### src/hw/rtl/two_ring_multicast_next_hop_core_macros.svh
// assertion macros for the two-ring multicast next-hop core
// no dependencies; the bodies are empty when SYNTHESIS is defined
`ifndef TWO_RING_MULTICAST_NEXT_HOP_CORE_MACROS_SVH
`define TWO_RING_MULTICAST_NEXT_HOP_CORE_MACROS_SVH
`ifndef SYNTHESIS
`define TRMNH_ASSERT_NOW(label, clk, rst_n, cond) \
    label: assert property (@(posedge clk) disable iff (!rst_n) (cond)) \
        else $error("trmnh assertion failed");
`define TRMNH_ASSERT_NEXT(label, clk, rst_n, ante, cons) \
    label: assert property (@(posedge clk) disable iff (!rst_n) (ante) |=> (cons)) \
        else $error("trmnh assertion failed");
`else
`define TRMNH_ASSERT_NOW(label, clk, rst_n, cond)
`define TRMNH_ASSERT_NEXT(label, clk, rst_n, ante, cons)
`endif
`endif

### src/hw/rtl/trmnh_pkg.sv
// shared types and constants of the two-ring multicast next-hop core
// no dependencies
package trmnh_pkg;

    localparam int NODE_W      = 16;
    localparam int SMALL_LIST  = 4;
    localparam int SMALL_IDX_W = $clog2(SMALL_LIST);

    typedef enum logic [1:0] {
        STAT_OK   = 2'd0,
        STAT_NONE = 2'd1,
        STAT_ERR  = 2'd2
    } trmnh_status_t;

    typedef enum logic [2:0] {
        ST_IDLE,
        ST_PLAN,
        ST_SM_DATA,
        ST_SM_FLUSH,
        ST_BIG_NX,
        ST_BIG_MID,
        ST_FWD_DATA,
        ST_SINGLE
    } trmnh_state_t;

    typedef struct packed {
        logic [NODE_W-1:0] dest;
        trmnh_status_t     status;
        logic              last;
    } trmnh_result_t;

endpackage

### src/hw/rtl/trmnh_member_mem.sv
// member list memory: one write port, one read port with registered data
// depends on trmnh_pkg
module trmnh_member_mem #(
    parameter int DEPTH = 256,
    parameter int AW    = 8
) (
    input  logic                       aclk,
    input  logic                       wr_en,
    input  logic [AW-1:0]              wr_addr,
    input  logic [trmnh_pkg::NODE_W-1:0] wr_data,
    input  logic                       rd_en,
    input  logic [AW-1:0]              rd_addr,
    output logic [trmnh_pkg::NODE_W-1:0] rd_data
);
    import trmnh_pkg::*;

    logic [NODE_W-1:0] mem [DEPTH];
    logic [NODE_W-1:0] rd_data_reg;

    always_ff @(posedge aclk) begin
        if (wr_en) begin
            mem[wr_addr] <= wr_data;
        end
    end

    always_ff @(posedge aclk) begin
        if (rd_en) begin
            rd_data_reg <= mem[rd_addr];
        end
    end

    assign rd_data = rd_data_reg;

endmodule

### src/hw/rtl/trmnh_seq.sv
// next-hop sequencer: plans ring positions, reads the member memory, emits results
// depends on trmnh_pkg
module trmnh_seq #(
    parameter int AW = 8,
    parameter int CW = 9
) (
    input  logic                         aclk,
    input  logic                         aresetn,
    input  logic                         start,
    input  logic                         start_role,
    input  logic [CW-1:0]                start_count,
    input  logic                         start_own_found,
    input  logic [AW-1:0]                start_own_pos,
    input  logic                         start_src_found,
    input  logic [AW-1:0]                start_src_pos,
    input  logic [trmnh_pkg::NODE_W-1:0] own_node,
    output logic                         busy,
    output logic                         rd_en,
    output logic [AW-1:0]                rd_addr,
    input  logic [trmnh_pkg::NODE_W-1:0] rd_data,
    output logic                         res_valid,
    output trmnh_pkg::trmnh_result_t     res,
    input  logic                         res_ready
);
    import trmnh_pkg::*;

    trmnh_state_t state_reg, state_next;
    logic          role_reg, role_next;
    logic [CW-1:0] n_reg, n_next;
    logic          own_found_reg, own_found_next;
    logic [AW-1:0] own_pos_reg, own_pos_next;
    logic          src_found_reg, src_found_next;
    logic [AW-1:0] src_pos_reg, src_pos_next;
    logic [CW-1:0] mid_reg, mid_next;
    logic [SMALL_IDX_W-1:0] idx_reg, idx_next;
    logic          pend_valid_reg, pend_valid_next;
    logic [NODE_W-1:0] pend_reg, pend_next;
    trmnh_status_t stat_reg, stat_next;

    logic [CW-1:0] half, own_ext, src_ext, own_inc, nx, own_sub, mid, nx_s;
    logic [CW-1:0] start0, start_sub, ring_start;
    logic          own_lo, start_lo, small_list, rd_match;
    logic [SMALL_IDX_W-1:0] idx_inc;

    // ring arithmetic for the current list
    always_comb begin
        half    = n_reg >> 1;
        own_ext = CW'(own_pos_reg);
        src_ext = CW'(src_pos_reg);
        own_lo  = own_ext < half;
        own_inc = own_ext + CW'(1);
        if (own_lo) begin
            nx = (own_inc >= half) ? '0 : own_inc;
        end else begin
            nx = (own_inc >= n_reg) ? half : own_inc;
        end
        own_sub = own_ext - half;
        if (!own_found_reg) begin
            nx_s = '0;
            mid  = half;
        end else begin
            nx_s = nx;
            if (own_lo) begin
                mid = own_ext + half;
            end else begin
                mid = (own_sub >= half) ? '0 : own_sub;
            end
        end
        start0    = src_found_reg ? src_ext : '0;
        start_lo  = start0 < half;
        start_sub = start0 - half;
        if (start_lo != own_lo) begin
            if (start_lo) begin
                ring_start = start0 + half;
            end else begin
                ring_start = (start_sub >= half) ? '0 : start_sub;
            end
        end else begin
            ring_start = start0;
        end
        small_list = n_reg < CW'(SMALL_LIST);
        rd_match   = rd_data == own_node;
        idx_inc    = idx_reg + SMALL_IDX_W'(1);
    end

    always_ff @(posedge aclk) begin
        if (!aresetn) begin
            state_reg <= ST_IDLE;
        end else begin
            state_reg <= state_next;
        end
    end

    always_ff @(posedge aclk) begin
        role_reg       <= role_next;
        n_reg          <= n_next;
        own_found_reg  <= own_found_next;
        own_pos_reg    <= own_pos_next;
        src_found_reg  <= src_found_next;
        src_pos_reg    <= src_pos_next;
        mid_reg        <= mid_next;
        idx_reg        <= idx_next;
        pend_valid_reg <= pend_valid_next;
        pend_reg       <= pend_next;
        stat_reg       <= stat_next;
    end

    always_comb begin
        state_next      = state_reg;
        role_next       = role_reg;
        n_next          = n_reg;
        own_found_next  = own_found_reg;
        own_pos_next    = own_pos_reg;
        src_found_next  = src_found_reg;
        src_pos_next    = src_pos_reg;
        mid_next        = mid_reg;
        idx_next        = idx_reg;
        pend_valid_next = pend_valid_reg;
        pend_next       = pend_reg;
        stat_next       = stat_reg;
        busy            = 1'b1;
        rd_en           = 1'b0;
        rd_addr         = '0;
        res_valid       = 1'b0;
        res.dest        = rd_data;
        res.status      = STAT_OK;
        res.last        = 1'b1;

        case (state_reg)
            ST_IDLE: begin
                busy = 1'b0;
                if (start) begin
                    role_next      = start_role;
                    n_next         = start_count;
                    own_found_next = start_own_found;
                    own_pos_next   = start_own_pos;
                    src_found_next = start_src_found;
                    src_pos_next   = start_src_pos;
                    state_next     = ST_PLAN;
                end
            end
            ST_PLAN: begin
                if (!role_reg) begin
                    if (small_list) begin
                        rd_en           = 1'b1;
                        rd_addr         = '0;
                        idx_next        = '0;
                        pend_valid_next = 1'b0;
                        state_next      = ST_SM_DATA;
                    end else begin
                        rd_en      = 1'b1;
                        rd_addr    = nx_s[AW-1:0];
                        mid_next   = mid;
                        state_next = ST_BIG_NX;
                    end
                end else begin
                    if (small_list) begin
                        stat_next  = STAT_NONE;
                        state_next = ST_SINGLE;
                    end else if (!own_found_reg) begin
                        stat_next  = STAT_ERR;
                        state_next = ST_SINGLE;
                    end else if (nx == ring_start) begin
                        stat_next  = STAT_NONE;
                        state_next = ST_SINGLE;
                    end else begin
                        rd_en      = 1'b1;
                        rd_addr    = nx[AW-1:0];
                        state_next = ST_FWD_DATA;
                    end
                end
            end
            ST_SM_DATA: begin
                res.dest = pend_reg;
                res.last = 1'b0;
                if (rd_match || !pend_valid_reg || res_ready) begin
                    if (!rd_match) begin
                        res_valid       = pend_valid_reg;
                        pend_next       = rd_data;
                        pend_valid_next = 1'b1;
                    end
                    idx_next = idx_inc;
                    if (CW'(idx_inc) < n_reg) begin
                        rd_en   = 1'b1;
                        rd_addr = AW'(idx_inc);
                    end else begin
                        state_next = ST_SM_FLUSH;
                    end
                end
            end
            ST_SM_FLUSH: begin
                res.dest   = pend_valid_reg ? pend_reg : '0;
                res.status = pend_valid_reg ? STAT_OK : STAT_NONE;
                if (res_ready) begin
                    res_valid  = 1'b1;
                    state_next = ST_IDLE;
                end
            end
            ST_BIG_NX: begin
                res.last = 1'b0;
                if (rd_match) begin
                    stat_next  = STAT_ERR;
                    state_next = ST_SINGLE;
                end else if (res_ready) begin
                    res_valid  = 1'b1;
                    rd_en      = 1'b1;
                    rd_addr    = mid_reg[AW-1:0];
                    state_next = ST_BIG_MID;
                end
            end
            ST_BIG_MID, ST_FWD_DATA: begin
                if (res_ready) begin
                    res_valid  = 1'b1;
                    state_next = ST_IDLE;
                end
            end
            ST_SINGLE: begin
                res.dest   = '0;
                res.status = stat_reg;
                if (res_ready) begin
                    res_valid  = 1'b1;
                    state_next = ST_IDLE;
                end
            end
            default: begin
                state_next = ST_IDLE;
            end
        endcase
    end

endmodule

### src/hw/rtl/two_ring_multicast_next_hop_core.sv
// top level of the two-ring multicast next-hop core: list loading, output register
// depends on trmnh_pkg, trmnh_member_mem, trmnh_seq and the macros header
// Member list entries are taken one per cycle while the block is idle; each is written
// to the member memory and compared with the own and source node ids. The entry with
// tlast set ends the list: the block then stops taking items until the sequencer
// is idle again; the sequencer reads the member memory, one read per cycle on its
// single read port while m_tready does not hold a result back, and emits one to
// three results. The last result of a list carries m_tlast. A result waiting in the
// output register does not block new list entries.
`include "two_ring_multicast_next_hop_core_macros.svh"

module two_ring_multicast_next_hop_core #(
    parameter int MAX_MEMBERS = 256
) (
    input  logic        aclk,
    input  logic        aresetn,
    input  logic        cfg_wr_en,
    input  logic [15:0] cfg_wr_data,   // own_node
    input  logic        s_tvalid,
    output logic        s_tready,
    input  logic [31:0] s_tdata,       // entry_node[15:0], source_node[31:16]
    input  logic        s_tlast,       // is_last
    input  logic        s_tuser,       // role
    output logic        m_tvalid,
    input  logic        m_tready,
    output logic [15:0] m_tdata,       // dest_node[15:0]
    output logic [1:0]  m_tuser,       // status[1:0]
    output logic        m_tlast        // last_dest
);
    import trmnh_pkg::*;

    localparam int AW = $clog2(MAX_MEMBERS);
    localparam int CW = $clog2(MAX_MEMBERS + 1);

    logic [NODE_W-1:0] own_node_reg, own_node_next;
    logic [CW-1:0]     count_reg, count_next;
    logic              own_found_reg, own_found_next;
    logic [AW-1:0]     own_pos_reg, own_pos_next;
    logic              src_found_reg, src_found_next;
    logic [AW-1:0]     src_pos_reg, src_pos_next;
    logic              m_tvalid_reg, m_tvalid_next;
    trmnh_result_t     m_res_reg, m_res_next;

    logic [NODE_W-1:0] entry_node, source_node, rd_data;
    logic              accept, wr_ok, hit_own, hit_src, busy, rd_en;
    logic              own_found_now, src_found_now, res_valid, res_ready;
    logic [AW-1:0]     own_pos_now, src_pos_now, rd_addr;
    logic [CW-1:0]     count_now;
    trmnh_result_t     res;

    assign entry_node  = s_tdata[NODE_W-1:0];
    assign source_node = s_tdata[2*NODE_W-1:NODE_W];
    assign s_tready    = !busy;
    assign accept      = s_tvalid && s_tready;
    assign res_ready   = !m_tvalid_reg || m_tready;

    // list entries past the memory depth are dropped
    always_comb begin
        wr_ok         = count_reg < CW'(MAX_MEMBERS);
        hit_own       = wr_ok && !own_found_reg && (entry_node == own_node_reg);
        hit_src       = wr_ok && !src_found_reg && (entry_node == source_node);
        own_found_now = own_found_reg || hit_own;
        src_found_now = src_found_reg || hit_src;
        own_pos_now   = hit_own ? count_reg[AW-1:0] : own_pos_reg;
        src_pos_now   = hit_src ? count_reg[AW-1:0] : src_pos_reg;
        count_now     = wr_ok ? count_reg + CW'(1) : count_reg;
    end

    always_comb begin
        own_node_next  = cfg_wr_en ? cfg_wr_data : own_node_reg;
        count_next     = count_reg;
        own_found_next = own_found_reg;
        own_pos_next   = own_pos_reg;
        src_found_next = src_found_reg;
        src_pos_next   = src_pos_reg;
        if (accept) begin
            if (s_tlast) begin
                count_next     = '0;
                own_found_next = 1'b0;
                src_found_next = 1'b0;
            end else begin
                count_next     = count_now;
                own_found_next = own_found_now;
                own_pos_next   = own_pos_now;
                src_found_next = src_found_now;
                src_pos_next   = src_pos_now;
            end
        end
        m_res_next    = res_valid ? res : m_res_reg;
        m_tvalid_next = res_valid ? 1'b1 : (m_tready ? 1'b0 : m_tvalid_reg);
    end

    always_ff @(posedge aclk) begin
        if (!aresetn) begin
            own_node_reg  <= '0;
            count_reg     <= '0;
            own_found_reg <= 1'b0;
            src_found_reg <= 1'b0;
            m_tvalid_reg  <= 1'b0;
        end else begin
            own_node_reg  <= own_node_next;
            count_reg     <= count_next;
            own_found_reg <= own_found_next;
            src_found_reg <= src_found_next;
            m_tvalid_reg  <= m_tvalid_next;
        end
    end

    always_ff @(posedge aclk) begin
        own_pos_reg <= own_pos_next;
        src_pos_reg <= src_pos_next;
        m_res_reg   <= m_res_next;
    end

    trmnh_member_mem #(
        .DEPTH (MAX_MEMBERS),
        .AW    (AW)
    ) u_mem (
        .aclk    (aclk),
        .wr_en   (accept && wr_ok),
        .wr_addr (count_reg[AW-1:0]),
        .wr_data (entry_node),
        .rd_en   (rd_en),
        .rd_addr (rd_addr),
        .rd_data (rd_data)
    );

    trmnh_seq #(
        .AW (AW),
        .CW (CW)
    ) u_seq (
        .aclk            (aclk),
        .aresetn         (aresetn),
        .start           (accept && s_tlast),
        .start_role      (s_tuser),
        .start_count     (count_now),
        .start_own_found (own_found_now),
        .start_own_pos   (own_pos_now),
        .start_src_found (src_found_now),
        .start_src_pos   (src_pos_now),
        .own_node        (own_node_reg),
        .busy            (busy),
        .rd_en           (rd_en),
        .rd_addr         (rd_addr),
        .rd_data         (rd_data),
        .res_valid       (res_valid),
        .res             (res),
        .res_ready       (res_ready)
    );

    assign m_tvalid = m_tvalid_reg;
    assign m_tdata  = m_res_reg.dest;
    assign m_tuser  = m_res_reg.status;
    assign m_tlast  = m_res_reg.last;

    `TRMNH_ASSERT_NEXT(a_busy_after_last, aclk, aresetn, accept && s_tlast, !s_tready)
    `TRMNH_ASSERT_NOW(a_count_bound, aclk, aresetn, count_reg <= CW'(MAX_MEMBERS))
    `TRMNH_ASSERT_NOW(a_no_overwrite, aclk, aresetn, !res_valid || res_ready)
    `TRMNH_ASSERT_NOW(a_no_read_on_accept, aclk, aresetn, !(accept && rd_en))

endmodule

### config.mk
export PLATFORM = sky130hd
export DESIGN_NAME = two_ring_multicast_next_hop_core
export DESIGN_NICKNAME = d
export VERILOG_FILES = /design/src/hw/rtl/trmnh_pkg.sv /design/src/hw/rtl/trmnh_member_mem.sv /design/src/hw/rtl/trmnh_seq.sv /design/src/hw/rtl/two_ring_multicast_next_hop_core.sv
export VERILOG_INCLUDE_DIRS = /design/src /design/src/hw/rtl
export SDC_FILE = /design/constraint.sdc
export NUM_CORES = 2
export LEC_CHECK = 0
export BUFFER_PORTS_ARGS = -buffer_cell sky130_fd_sc_hd__buf_2
export CAP_MARGIN = 40
export CORE_MARGIN = 8
export CORE_UTILIZATION = 40
export CTS_CLUSTER_SIZE = 28
export DETAILED_ROUTE_END_ITERATION = 8
export PLACE_DENSITY_LB_ADDON = 0.15
export RECOVER_POWER = 25
export SETUP_SLACK_MARGIN = 0.1
export SYNTH_ARGS = -nofsm -noshare
export SYNTH_HDL_FRONTEND = slang
export SYNTH_HIERARCHICAL = 1
export SYNTH_SLANG_ARGS = --single-unit
export TNS_END_PERCENT = 5
### constraint.sdc
create_clock -name aclk -period 14.5 [get_ports aclk]
set_clock_uncertainty 0.1 [all_clocks]
set_input_delay 1.45 -clock aclk [delete_from_list [all_inputs] [get_ports aclk]]
set_output_delay 1.45 -clock aclk [all_outputs]
set_load 0.05 [all_outputs]
## Word level (Yosys, flattened, before mapping)

Memory sizes are Yosys's and may differ from the RTL's. A register that Yosys moved wholly into a read port is not among the register bits.
Index checks and enable logic that the tools add are counted.

| storage, ports and cells | value |
|---|---|
| register bits after elaboration | 123 |
| memory bits (writable) | 4096 |
| bits of input ports | 55 |
| output and inout bits | 21 |
| word-level logic and storage cells | 171 |
| memories kept | 1 |

Memory list:

| name | words | bits a word | rd ports | clocked after Yosys merged registers in | wr ports | line | RTL |
|---|---|---|---|---|---|---|---|
| u_mem.mem | 256 | 16 | 1 | 1 | 1 | trmnh_member_mem.sv:17 | `logic [NODE_W-1:0] mem [DEPTH];` |

| operators by class | value |
|---|---|
| add/sub/neg operators | 7 |
| $lt $le $gt $ge | 9 |
| equality and inequality tests | 23 |
| muxes and demuxes | 75 |
| bitwise gates (word level) | 4 |
| reduce and logical (&&, ||, !) cells | 30 |

Operators with widths:

| cell | count |
|---|---|
| $mux W8 | 15 |
| $mux W9 | 8 |
| $eq A16 B16 Y1 | 3 |
| $pmux W16 S3 | 1 |
| $mux W3 | 10 |
| $ge A9 B8 Y1 | 3 |
| $pmux W8 S3 | 1 |
| $mux W1 | 23 |
| $mux W2 | 9 |
| $mux W16 | 1 |
| $pmux W3 S5 | 1 |
| $eq A3 B3 Y1 const B | 4 |
| $ne A2 B1 Y1 const B | 6 |
| $pmux W2 S2 | 3 |
| $reduce_and A5 Y1 | 2 |
| $add A8 B1 Y9 const B | 1 |
| $add A9 B1 Y9 const B | 1 |
| $add A9 B8 Y9 | 1 |
| $eq A9 B9 Y1 | 1 |
| $ge A9 B9 Y1 | 1 |
| $lt A2 B9 Y1 | 1 |
| $lt A9 B3 Y1 const B | 1 |
| $lt A9 B8 Y1 | 1 |
| $lt A9 B9 Y1 const B | 1 |
| other kinds (24) | 49 |

## Longest topological paths before layout

| depth | value |
|---|---|
| depth in word-level cells | 12 |
| gate-level depth with buffers | 35 |
| gate-level depth less buffers | 26 |

## Hierarchy

The synthesis kept the hierarchy.

Modules (own cells, without submodules):

| module | times used | cells each | area each (µm²) | sequential area each (µm²) |
|---|---|---|---|---|
| trmnh_member_mem | 1 | 7360 | 158874.9 | 123478.4 |
| trmnh_seq | 1 | 596 | 5684.2 | 1771.7 |
| two_ring_multicast_next_hop_core | 1 | 220 | 2862.7 | 1611.5 |

## Worst setup path after synthesis

OpenSTA, ideal clock, no wires.

| timing path | value |
|---|---|
| kind | flip-flop to flip-flop |
| from | register u_seq.src_found_reg |
| to | register u_mem.rd_data_reg[4] (netlist: u_mem/rd_data[4]) (read register of u_mem.mem), data pin |
| library setup time | 0.265 ns |
| data arrival time | 6.432 ns |
| required time | 14.135 ns |
| setup slack | 7.703 ns |
| cell stages (with the launch flop) | 30 |
| buffers on the path | 7 |
| clock period less this slack | 6.797 ns |
| path through | edfxtp_1 -> buf_2 -> buf_4 -> buf_6 -> nand2_1 -> inv_1 -> ha_1 -> clkbuf_1 -> nand4_1 -> o221ai_1 -> xnor2_1 -> ha_1 -> nand3_1 -> nor3_1 -> a2111o_1 -> a211oi_2 -> nand2b_1 -> a221oi_2 -> xnor2_1 -> a2111oi_4 -> nand4_4 -> a221o_1 -> buf_6 -> buf_6 -> buf_2 -> mux4_2 -> mux4_2 -> a22o_1 -> o32ai_2 -> nor4_2 |

| between the ends | value |
|---|---|
| longest elaborated chain between the ends | 12 |
| elaborated cells on any way between the ends | 20 |
| those cells by class | add/sub: 2; order compare: 2; eq/ne: 2; mux: 14 |

RTL lines:

| item | line | RTL |
|---|---|---|
| start, declared | trmnh_seq.sv:32 | `logic src_found_reg, src_found_next;` |
| start signal, assigned | trmnh_seq.sv:99 | `src_found_reg <= src_found_next;` |
| $mux W8 (*) | trmnh_seq.sv:69 | `start0 = src_found_reg ? src_ext : '0;` |
| $sub A9 B8 Y9 | trmnh_seq.sv:71 | `start_sub = start0 - half;` |
| $ge A9 B8 Y1 | trmnh_seq.sv:76 | `ring_start = (start_sub >= half) ? '0 : start_sub;` |
| $mux W9 | trmnh_seq.sv:76 |  |
| $mux W9 | trmnh_seq.sv:73 | `if (start_lo) begin` |
| $mux W9 (*) | trmnh_seq.sv:72 | `if (start_lo != own_lo) begin` |
| $eq A9 B9 Y1 (*) | trmnh_seq.sv:163 | `end else if (nx == ring_start) begin` |
| $mux W8 (*) | trmnh_seq.sv:163 |  |
| $mux W8 (*) | trmnh_seq.sv:160 | `end else if (!own_found_reg) begin` |
| $mux W8 (*) | trmnh_seq.sv:157 | `if (small_list) begin` |
| $mux W8 (*) | trmnh_seq.sv:143 | `if (!role_reg) begin` |
| $pmux W8 S3 (*) | trmnh_seq.sv:129 | `case (state_reg)` |
| via rd_addr[0] | two_ring_multicast_next_hop_core.sv:47 | `logic [AW-1:0] own_pos_now, src_pos_now, rd_addr;` |
| end, declared | trmnh_member_mem.sv:18 | `logic [NODE_W-1:0] rd_data_reg;` |

Mark *: on every way through the listed nets, which the timed path passes. The rest lies on a longest branch.
A chain may end at the register's enable or synchronous reset.

## Worst setup path in the final report

| timing path | value |
|---|---|
| from | input port s_tdata[8] |
| to | memory u_mem.mem[70][8], data pin |

RTL lines:

| item | line | RTL |
|---|---|---|
| start, declared | two_ring_multicast_next_hop_core.sv:21 | `input logic [31:0] s_tdata,` |
| end, declared | trmnh_member_mem.sv:17 |  |

No word-level cell before the write port.

==> flow_metrics.env <==
export IMPL_status="finished with violations"
export IMPL_violations="antenna violations, max-capacitance violations, max-slew violations"
export IMPL_cp_top_family="buffers and inverters"
export IMPL_synth_flop_cell="edfxtp_1"
export IMPL_fill_cells=34800
export IMPL_power_total_mw=34.0
export IMPL_drtIter0Drc=11100
export IMPL_grt_pass1_vias=85100
export IMPL_rsz0062_at_grt="no"
export IMPL_slew_headroom_pct=-573
export IMPL_ant_nets=1
export IMPL_die_w_um=663
export IMPL_io_buffers=75
export IMPL_ir_worst_vdd_mv=0.139
export IMPL_fmax_ghz=0.0914
export IMPL_num_vias=86500
export IMPL_postCtsHoldBufs=0
export IMPL_start_kind="input pin"
export IMPL_initial_utilization_pct=40.2
export IMPL_startpoint="s_tdata[8]"
export IMPL_cap_violations=39
export IMPL_cts_buffers_inserted=441
export IMPL_cts_sinks=4235
export IMPL_ctsLongestPathBuffers=4
export IMPL_crit_chain="clkbuf_1, clkbuf_1"
export IMPL_routed_wl_um=497000
export IMPL_drtPass1Iterations=7
export IMPL_yosysWarningCount=6
export IMPL_hold_violations=0
export IMPL_route_detailed_drc=0
export IMPL_min_path_type="reg2reg"
export IMPL_use_met2_pct=34.0
export IMPL_rr_startpoint="u_seq/n_reg[2]$_DFFE_PP_"
export IMPL_power_density_cell_area_nw_per_um2=178
export IMPL_overflow=0
export IMPL_async_reset_ff_share_pct=0
export IMPL_yosysSeqAreaShare_pct=75.8
export IMPL_regMostFlops="u_mem/mem"
export IMPL_wl_per_cell_um=34.0
export IMPL_insertion_delay_ns=1.02
export IMPL_largest_reg_flops=4096
export IMPL_fin_nets=8866
export IMPL_grt_max_degree=191
export IMPL_root_buffer="clkbuf_16"
export IMPL_cp_depth=2
export IMPL_synth_edf_count=4204
export IMPL_gp_congestion=0.831
export IMPL_die_h_um=663
export IMPL_slew_viol_final=2235
export IMPL_critical_path_class="in2reg"
export IMPL_synth_cells=8176
export IMPL_reg2regPathDepth=26
export IMPL_cp_arrival_ns=10.10
export IMPL_path_clk_slew_ns=0.06
export IMPL_die_area_sq_um=440000
export IMPL_path_buf_inv=2
export IMPL_fin_crit_ns=10.94
export IMPL_antenna_found_initial=47
export IMPL_cp_end_kind="register"
export IMPL_tns_ns=0
export IMPL_cpPeakStageDelay_ns=7.07
export IMPL_final_common_cell="edfxtp_1"
export IMPL_hpwl_um=303000
export IMPL_rows=237
export IMPL_final_cell_mix="4204 x edfxtp_1, 797 x mux4_2, 582 x mux2i_1"
export IMPL_htree_levels=5
export IMPL_reg2reg_slack_ns=4.64
export IMPL_required_ns=13.66
export IMPL_grt_first_pass_wirelength_um=688000
export IMPL_final_seq_area_sq_um=127000
export IMPL_path_max_fanout=190
export IMPL_grt_use_total_pct=21.9
export IMPL_grtUsageMet3_pct=4.16
export IMPL_netlist_area_sq_um=167000
export IMPL_cts_tree="yes"
export IMPL_cts_setup_buffers=0
export IMPL_syn_area_per_cell_sq_um=20.5
export IMPL_syn_to_final_growth_pct=14.1
export IMPL_synth_cell_type_count=97
export IMPL_pin_count=76
export IMPL_crit_top_cell="clkbuf_1"
export IMPL_layout_drive_gt1_share_pct=24.8
export IMPL_setup_viol=0
export IMPL_cts_resized_gates=0
export IMPL_worstReg2RegEnd="u_mem/rd_data[4]$_DFFE_PP_"
export IMPL_grt_util_met1_pct=31.6
export IMPL_tightest_slew_ns=10.10
export IMPL_fin_crit_sh_pct=75.4
export IMPL_syn_nets=8292
export IMPL_cp_slowest_cell="clkbuf_1"
export IMPL_core_sq_um=417000
export IMPL_critPathCapture="u_mem/mem[70][8]$_DFFE_PP_"
export IMPL_multi_input_comb_area_sq_um=38100
export IMPL_top_usage_layer="met2"
export IMPL_synth_seq_cells=4235
export IMPL_cellLeakagePower_nw=58.1
export IMPL_vias_per_cell=5.91
==> area by class of cell <==
cell class	instances	area share, %
multi-input combinational	3418	19.9
inverter	41	0.0871
antenna	18	0.0236
sequential	4235	66.4
clock buffer	556	6.12
clock inverter	248	1.12
timing repair buffer	613	2.72
tap	5497	3.60
==> synthesized netlist by cell type, types with 31 or more instances <==
cell type / number / area, sq um
o22ai_1: 150 / 938
nor2b_1: 49 / 307
edfxtp_1: 4204 / 126000
nand2_1: 80 / 300
xnor2_1: 60 / 526
mux2_2: 106 / 1190
ha_1: 59 / 738
a22oi_1: 50 / 375
buf_6: 81 / 912
buf_2: 81 / 405
buf_4: 31 / 233
dfxtp_1: 31 / 621
nand3_1: 52 / 260
a221oi_1: 36 / 315
clkbuf_1: 246 / 923
o221ai_1: 255 / 2230
mux4_2: 797 / 17900
a22o_1: 52 / 455
nand4_1: 38 / 238
nor3_1: 108 / 541
nor2_1: 353 / 1330
o21ai_0: 66 / 330
mux2i_1: 582 / 5830
a21oi_1: 208 / 1040
inv_1: 39 / 146
xor2_1: 36 / 315
==> worst min-delay path by stage <==
stage	startpoint	endpoint	slack (ns)	depth (start not counted)
finish	own_found_reg$_SDFFE_PN0P_	own_found_reg$_SDFFE_PN0P_	0.38	2
global route	own_found_reg$_SDFFE_PN0P_	own_found_reg$_SDFFE_PN0P_	0.41	2
CTS	own_found_reg$_SDFFE_PN0P_	own_found_reg$_SDFFE_PN0P_	0.38	2
global placement	own_found_reg$_SDFFE_PN0P_	own_found_reg$_SDFFE_PN0P_	0.36	2
floorplan	src_found_reg$_SDFFE_PN0P_	src_found_reg$_SDFFE_PN0P_	0.33	2
detailed placement	own_found_reg$_SDFFE_PN0P_	own_found_reg$_SDFFE_PN0P_	0.37	2
==> through the flow <==
| step | worst slack [ns] | hold WS [ns] | cells | cell area [sq um] | util [%] |
|---|---|---|---|---|---|
| after global routing | 3.00 | 0.405 | 14600 | 191000 | 45.9 |
| after CTS | 4.65 | 0.381 | 14600 | 191000 | 45.9 |
| after detailed placement | 4.71 | 0.369 | 13800 | 178000 | 42.6 |
| after floorplan | 7.70 | 0.332 | 8176 | 167000 | - |
| after global placement | 4.41 | 0.364 | 13700 | 176000 | 42.2 |
| final | 3.56 | 0.381 | 14600 | 191000 | 45.9 |
==> cells by family (layout without fill, tap and decap cells) <==
group,count (synthesis),after routing,share of synthesized area [%]
other,0,18,0
multiplexers,1486,1486,14.9
flip-flops,4235,4235,75.8
buffers and inverters,523,1458,1.79
adder cells (fa/ha/maj),62,62,0.472
AND/OR/NAND/NOR,792,792,2.28
XOR/XNOR,97,97,0.519
AO/OA/AOI/OAI,981,981,4.25
==> report_power, final <==
| part | internal [mW] | switching, mW | total [mW] |
|---|---|---|---|
| sequential | 13.7 | 0.147 | 13.8 |
| combinational | 3.58 | 5.68 | 9.26 |
| clock | 6.18 | 4.72 | 10.9 |
| total | 23.4 | 10.5 | 34.0 |
==> per-layer routing <==
| layer | wire length, um | vias up |
|---|---|---|
| met5 | 34 | - |
| met4 | 16200 | 6 |
| met3 | 40100 | 665 |
| met2 | 227000 | 3622 |
| met1 | 213000 | 46600 |
| li1 | - | 35500 |
No activity file was read; power rests on OpenSTA's default activity.
